===== src/hw/rtl/grat_pkg.sv =====
// Shared types, constants and helper functions for the rainfall grid block.
// Used by grat_unit and grid_rainfall_absorb_trickle_sim; depends on nothing.
`default_nettype none
package grat_pkg;

   localparam int MAX_SIDE    = 32;
   localparam int SIDE_BITS   = 6;
   localparam int RC_BITS     = $clog2(MAX_SIDE);
   localparam int CELLS       = MAX_SIDE * MAX_SIDE;
   localparam int IDX_BITS    = $clog2(CELLS);
   localparam int CNT_BITS    = IDX_BITS + 1;
   localparam int HEIGHT_BITS = 16;
   localparam int WATER_BITS  = 32;
   localparam int RAIN_BITS   = 16;
   localparam int RATE_BITS   = 21;
   localparam int STEP_BITS   = 20;
   localparam int TRK_BITS    = 17;
   localparam int RECIP_BITS  = 16;
   localparam int CSR_BITS    = 21;

   localparam logic [WATER_BITS-1:0] ONE_Q      = WATER_BITS'(65536);
   localparam logic [TRK_BITS-1:0]   ONE_T      = TRK_BITS'(65536);
   localparam logic [RECIP_BITS-1:0] RECIP3     = RECIP_BITS'(43691);
   localparam int                    RECIP_SH   = 17;
   localparam logic [STEP_BITS-1:0]  STEP_LIMIT = {STEP_BITS{1'b1}};

   localparam logic [1:0] OP_LOAD = 2'd0;
   localparam logic [1:0] OP_RUN  = 2'd1;
   localparam logic [1:0] OP_READ = 2'd2;

   localparam logic [1:0] CSR_SIDE = 2'd0;
   localparam logic [1:0] CSR_RAIN = 2'd1;
   localparam logic [1:0] CSR_RATE = 2'd2;

   localparam logic [SIDE_BITS-1:0] SIDE_RST = SIDE_BITS'(32);
   localparam logic [RAIN_BITS-1:0] RAIN_RST = RAIN_BITS'(10);
   localparam logic [RATE_BITS-1:0] RATE_RST = RATE_BITS'(32768);

   typedef struct packed {
      logic [1:0]             opcode;
      logic [IDX_BITS-1:0]    cell_index;
      logic [HEIGHT_BITS-1:0] height;
   } req_type;

   typedef struct packed {
      logic [WATER_BITS-1:0] absorbed;
      logic [STEP_BITS-1:0]  step_count;
      logic                  status;
   } rsp_type;

   function automatic logic [SIDE_BITS-1:0] side_clamp(input logic [SIDE_BITS-1:0] s);
      logic [SIDE_BITS-1:0] r;
      r = s;
      if (s == '0) r = SIDE_BITS'(1);
      else if (s > SIDE_BITS'(MAX_SIDE)) r = SIDE_BITS'(MAX_SIDE);
      return r;
   endfunction

endpackage
`default_nettype wire


===== src/hw/rtl/grat_unit.sv =====
// Shared saturating adder for all water sums of the rainfall grid block.
// Depends on grat_pkg.
`default_nettype none
module grat_unit import grat_pkg::*; (
   input  wire logic [WATER_BITS-1:0] op_a,
   input  wire logic [WATER_BITS-1:0] op_b,
   output logic      [WATER_BITS-1:0] sum
);
   logic [WATER_BITS:0] full;

   always_comb begin
      full = {1'b0, op_a} + {1'b0, op_b};
      sum  = full[WATER_BITS] ? {WATER_BITS{1'b1}} : full[WATER_BITS-1:0];
   end
endmodule
`default_nettype wire


===== config.mk =====
export PLATFORM = sky130hd
export DESIGN_NAME = grat_unit
export DESIGN_NICKNAME = d
export VERILOG_FILES = /design/src/hw/rtl/grat_pkg.sv /design/src/hw/rtl/grat_unit.sv
export SDC_FILE = /design/constraint.sdc
export NUM_CORES = 1
export LEC_CHECK = 0
export BUFFER_PORTS_ARGS = -buffer_cell sky130_fd_sc_hd__buf_4
export CELL_PAD_IN_SITES_DETAIL_PLACEMENT = 2
export CELL_PAD_IN_SITES_GLOBAL_PLACEMENT = 2
export CORE_MARGIN = 2
export CORE_UTILIZATION = 25
export DETAILED_ROUTE_END_ITERATION = 10
export PLACE_DENSITY_LB_ADDON = 0.1
export SYNTH_ARGS = -nofsm -noshare
export SYNTH_HDL_FRONTEND = slang
export SYNTH_SLANG_ARGS = --single-unit

===== constraint.sdc =====
create_clock -name vclk -period 2.7
set_input_delay 0.135 -clock vclk [all_inputs]
set_output_delay 0.135 -clock vclk [all_outputs]
set_load 0.02 [all_outputs]

==> results of run 1 <==
[tightest hold or removal path, delay by kind of cell]
kind	cells	cell delay [ps]
fa+ha+maj	1	100
buf+inv	3	260
simple gates	1	70
[cell families (layout without fill, tap and decap cells)]
group,Yosys count,after routing,synth area share
compound gates,104,104,0.329
simple gates,121,121,0.289
mux,7,7,0.0382
buf+inv,25,144,0.0504
xor+xnor,21,21,0.0892
fa+ha+maj,33,33,0.204
[worst paths after layout]
kind	slack [ps]	from	end	cells past startpoint
worst min-delay path	690	op_b[0]	sum[0]	5
worst max-delay path	110	op_a[13]	sum[25]	10
[synth_stat cells, drive strengths merged (3+ instances only)]
library cell / number / area, um^2
a21o: 6 / 45.0
a21oi: 35 / 186
and3: 5 / 31.3
buf: 8 / 40.0
clkbuf: 5 / 18.8
ha: 32 / 400
inv: 12 / 45.0
mux2: 4 / 48.8
mux2i: 3 / 30.0
nand2: 22 / 85.1
nand3: 32 / 160
nand4: 3 / 18.8
nor2: 28 / 105
nor2b: 3 / 18.8
nor3: 11 / 55.1
o211ai: 10 / 75.1
o21ai: 28 / 140
o311ai: 3 / 33.8
or2: 5 / 31.3
xnor2: 9 / 78.8
xor2: 12 / 105
[layer usage]
layer	vias up	wire length, um	track usage
li1	1403	-	-
met1	1346	4080	0.257
met2	52	4240	0.343
met3	6	230	0.00160
met4	0	68	0.0145
met5	-	0	0
[cell type report]
type	count	area share
multi-input cells	286	0.629
repair buffers	132	0.315
well taps	105	0.0412
inverters	12	0.0141
[power groups by stage]
stage | sequential (uW) | clock (uW) | combinational (uW)
2_1_floorplan | 0 | 0 | 561
3_3_place_gp | 0 | 0 | 946
3_5_place_dp | 0 | 0 | 966
4_1_cts | 0 | 0 | 975
5_1_grt | 0 | 0 | 1070
6_report | 0 | 0 | 983
[repair_timing]
action / 4_1_cts / 5_1_grt
endpoints found under the setup margin: 14 / 32
buffers inserted: 0 / 1
pin swaps: 2 / 2
resized for setup: 3 / 16
[stage by stage]
stage	power, uW	cell area (um^2)	setup TNS, ps
final	983	3190	0
after global routing	1070	3190	-10.5
after CTS	975	3130	0
after detailed placement	966	3120	-226
after global placement	946	3120	0
after floorplan	561	2060	0
[placed cells by master (no fill, tap or decap), types with 3 or more instances in the layout]
cell type | synthesis | layout
mux2_2 | 3 | 3
nand2_1 | 21 | 21
nand3_1 | 32 | 32
mux2i_1 | 3 | 3
a21o_1 | 6 | 6
nor2b_1 | 3 | 3
inv_1 | 12 | 12
xor2_1 | 12 | 12
xnor2_1 | 9 | 9
nor3_1 | 11 | 10
nand4_1 | 3 | 3
or2_2 | 5 | 5
buf_4 | 0 | 128
o21ai_0 | 25 | 22
o211ai_1 | 10 | 10
a21oi_1 | 34 | 32
o21ai_1 | 3 | 4
buf_6 | 0 | 4
and3_1 | 5 | 5
ha_1 | 32 | 31
nor2_1 | 28 | 28
==> key figures, run 1 <==
Outcome
  – Status: completed

Timing
  – Final hold vios: 0
  – Max frequency: 386 MHz
  – Unrepaired setup endpoints after global routing: yes
  – Tcrit/Tclk final: 0.960
  – Slew Viols, Final: 0
  – Tmin final: 2590 ps
  – # setup viols final: 0
  – Slew headroom: 0.689
  – Final worst slack: 108 ps
  – Worst-margin pin slew: 465 ps
  – Final hold slack: 695 ps

Critical path
  – CP bufs+invs: 2
  – CP startpoint kind: input port
  – Critical path's slowest cell: ha_1
  – Max FO, Critical Path: 6
  – Arrival time worst endpoint: 2460 ps
  – Crit path top cell by count: buf_4
  – CP Data Required Time: 2570 ps
  – Cell breakdown of the critical path: buf_4 -> ha_1 -> a21oi_4 -> nand2_2 -> a221oi_2 -> o41ai_2 -> a31o_4 -> mux2_4 -> o311ai_2 -> buf_4
  – CP top delay family: compound AO/OA/AOI/OAI gates
  – Worst path max stage delay: 410 ps
  – Critical path class: in -> out
  – CP endpoint kind: primary output

GRT
  – First-pass GRT wire length: 13900 um
  – Overall routing resource usage: 0.188
  – Largest net degree at the start of global routing: 13
  – Total grt overflow: 0
  – Vias in the first global route: 2898
  – Number of antenna violations at the first check in global routing: 0

Layout
  – # diodes: 0
  – Multi-input logic area: 0.00201 mm^2
  – Core Util, Final: 0.394
  – Clkbuf count: 0
  – Register area: 0 um^2
  – Layout cells sized above 1: 0.370
  – Layout Area Growth over Synthesis: 54.7%
  – Seq cells: 0
  – Fin cells: 535
  – Final #Nets: 529
  – Layout fillers: 997

Yosys
  – YS warnings: 0
  – Netlist cell types: 51
  – Post-Syn Area: 0.00206 mm^2
  – Avg Cell Area, Syn: 6.63 um^2
  – Syn Inst Count: 311
  – Sequential share of the synthesized area: 0
  – Syn nets: 408

Die
  – Io pins: 96
  – Initial Utilization: 0.255
  – Die area: 0.00899 mm^2
  – Die Y: 94.8 um
  – Rows: 33
  – Die W: 94.8 um
  – Core Region: 0.00809 mm^2

Power and ir drop
  – Sw frac: 0.538
  – Sw Pwr: 529 uW
  – VDD IR max: 0.105 mV
  – Share of power burned in combinational logic: 1.000
  – Pleak: 0.00152 uW
  – Clock power frac: 0
  – Register share of total power: 0
  – PD cells: 308 mW/mm^2
  – Internal power: 454 uW

Placed design
  – Hpwl dp: 7600 um
  – Routability Congestion: 0.896
  – Post-place setup slack: -41.6 ps
  – Placed Cells: 534
  – PortBufs: 96

Drt
  – Drt via density: 5.25
  – WL/cell: 16.1 um
  – Detailed-route wire length: 8610 um
  – Starting DRT DRC Count: 56
  – First drt pass iteration count: 4
  – Post-route ant nets: 0
  – Via Count: 2807
  – Drt drc: 0

Flow run
  – Max-Cap Viols: 0

Clocking
  – Post-cts hold buffer count: 0

Min path
  – Worst hold path class: in -> out
No activity file was read; power rests on OpenSTA's default activity.
==> run 2: changes to the inputs <==
--- a/config.mk
+++ b/config.mk
@@ -8,10 +8,12 @@
 export BUFFER_PORTS_ARGS = -buffer_cell sky130_fd_sc_hd__buf_4
 export CELL_PAD_IN_SITES_DETAIL_PLACEMENT = 2
 export CELL_PAD_IN_SITES_GLOBAL_PLACEMENT = 2
+export CORE_ASPECT_RATIO = 0.75
 export CORE_MARGIN = 2
 export CORE_UTILIZATION = 25
 export DETAILED_ROUTE_END_ITERATION = 10
-export PLACE_DENSITY_LB_ADDON = 0.1
+export PLACE_DENSITY = 0.84
+export REMOVE_ABC_BUFFERS = 1
 export SYNTH_ARGS = -nofsm -noshare
 export SYNTH_HDL_FRONTEND = slang
 export SYNTH_SLANG_ARGS = --single-unit
==> key figures, run 2 (synthesis gave the netlist of run 1 again) <==
Outcome
  – Status: completed

Critical path
  – Cell breakdown of the critical path: buf_4 -> ha_1 -> a21oi_1 -> o21ai_0 -> a211o_1 -> a31o_4 -> a21boi_0 -> mux2_2 -> buf_4
  – CP Depth: 9 (-1)
  – CP Data Required Time: 2570 ps (about the same)
  – Critical path's slowest cell: a211o_1
  – CP bufs+invs: 2 (unchanged)
  – Critical path class: in -> out
  – Arrival time worst endpoint: 2560 ps (+100 ps)
  – CP top delay family: compound AO/OA/AOI/OAI gates
  – CP startpoint kind: input port
  – CP endpoint kind: primary output
  – Max FO, Critical Path: 5 (-1)
  – Crit path top cell by count: buf_4
  – Worst path max stage delay: 390 ps (-20 ps)

Power and ir drop
  – Total Power: 1060 uW (+8.3%)
  – PD cells: 322 mW/mm^2 (+4.6%)
  – Pleak: 0.00155 uW (+2.0%)
  – VDD IR max: 0.117 mV (+11%)

Die
  – Core Region: 0.00795 mm^2 (-1.7%)
  – Io pins: 96 (unchanged)
  – Rows: 28 (-15%)
  – Die Y: 82.7 um (-13%)
  – Initial Utilization: 0.259 (+0.00449)
  – Die W: 109 um (+15%)
  – Die area: 0.00900 mm^2 (about the same)

Placed design
  – Post-place setup slack: -50.3 ps (-8.73 ps)
  – Routability Congestion: 0.825 (-7.9%)
  – PortBufs: 96 (unchanged)
  – Hpwl dp: 8160 um (+7.5%)

Drt
  – Post-route ant nets: 0 (unchanged)
  – Drt drc: 0 (unchanged)
  – WL/cell: 19.6 um (+22%)
  – Detailed-route wire length: 10600 um (+23%)
  – First drt pass iteration count: 4 (unchanged)
  – Starting DRT DRC Count: 118 (+110%)
  – Drt via density: 5.49 (+4.6%)
  – Via Count: 2964 (+5.6%)

Timing
  – Slew Viols, Final: 0 (unchanged)
  – Slew headroom: 0.544 (-0.145)
  – Worst-margin pin slew: 676 ps (+211 ps)
  – Max frequency: 372 MHz (-3.7%)
  – Tmin final: 2690 ps (+98.8 ps)
  – Unrepaired setup endpoints after global routing: yes
  – # setup viols final: 0 (unchanged)
  – Final worst slack: 9.60 ps (-98.8 ps)
  – Final hold vios: 0 (unchanged)
  – Tcrit/Tclk final: 0.996 (+0.0366)

Layout
  – # diodes: 0 (unchanged)
  – Layout cells sized above 1: 0.391 (+0.0210)
  – Register area: 0 um^2 (unchanged)
  – Most frequent cells in the layout: 133 x buf_4, 32 x nand3_1, 31 x a21oi_1
  – Layout Area Growth over Synthesis: 60.3%
  – Clkbuf count: 0 (unchanged)
  – Commonest non-fill, non-tap cell in the layout: buf_4
  – Final #Nets: 534 (+0.95%)
  – Layout fillers: 954 (-4.3%)
  – Seq cells: 0 (unchanged)

Min path
  – Worst hold path class: in -> out
  – Hold EP: sum[0]
  – Worst hold start: op_b[0]
  – WHS Path Cells: 5 (unchanged)

Clocking
  – Post-cts hold buffer count: 0 (unchanged)

GRT
  – Overall routing resource usage: 0.214 (+0.0260)
  – First-pass GRT wire length: 15400 um (+10%)
  – Total grt overflow: 0 (unchanged)
  – Number of antenna violations at the first check in global routing: 0 (unchanged)
  – Vias in the first global route: 3076 (+6.1%)
  – Largest net degree at the start of global routing: 33 (+20)

Flow run
  – Max-Cap Viols: 0 (unchanged)
==> run 2: area by class of cell <==
cell class         instances  area [um^2]  area share
repair buffers           137         1050       0.318
inverters                 12         45.0      0.0136
multi-input cells        286         2080       0.628
well taps                105          131      0.0398
==> run 2: worst max path at each step <==
stage	startpoint	to	slack, ps
3_5_place_dp	op_a[0]	sum[25]	-50
6_report	op_a[16]	sum[31]	10
5_1_grt	op_a[16]	sum[31]	-70
2_1_floorplan	op_a[0]	sum[26]	-520
4_1_cts	op_a[0]	sum[19]	20
3_3_place_gp	op_a[5]	sum[25]	30
==> run 2: power by group <==
part | internal, uW | switching [uW]
Sequential | 0 | 0
Combinational | 483 | 581
Clock | 0 | 0
==> run 2: routing by layer <==
layer / track usage / vias up / routed length, um
met5: 0 / - / 0
met4: 0.0231 / 0 / 85
met3: 0.00785 / 8 / 413
met2: 0.379 / 68 / 5110
met1: 0.297 / 1474 / 4970
li1: - / 1414 / -
==> run 2: through the flow <==
stage | instance area (um^2) | setup TNS (ps) | utilization | cells | hold slack (ps)
after floorplan | 2000 | -14360 | - | 298 | 577
after global placement | 3100 | 0 | 0.390 | 530 | 740
after detailed placement | 3100 | -133 | 0.390 | 530 | 732
after CTS | 3140 | 0 | 0.394 | 530 | 737
after global routing | 3300 | -623 | 0.416 | 540 | 763
final | 3300 | 0 | 0.416 | 540 | 731
==> run 2: tightest hold or removal path, cell delays in order <==
cell	delay (ps)
buf_4	80
ha_1	120
inv_1	40
nand3_1	80
buf_4	140
==> run 2: what timing repair did <==
action / CTS / global route
pin swaps: 1 / 17
endpoints found under the setup margin: 11 / 32
setup buffers: 0 / 10
gates resized for setup: 8 / 19
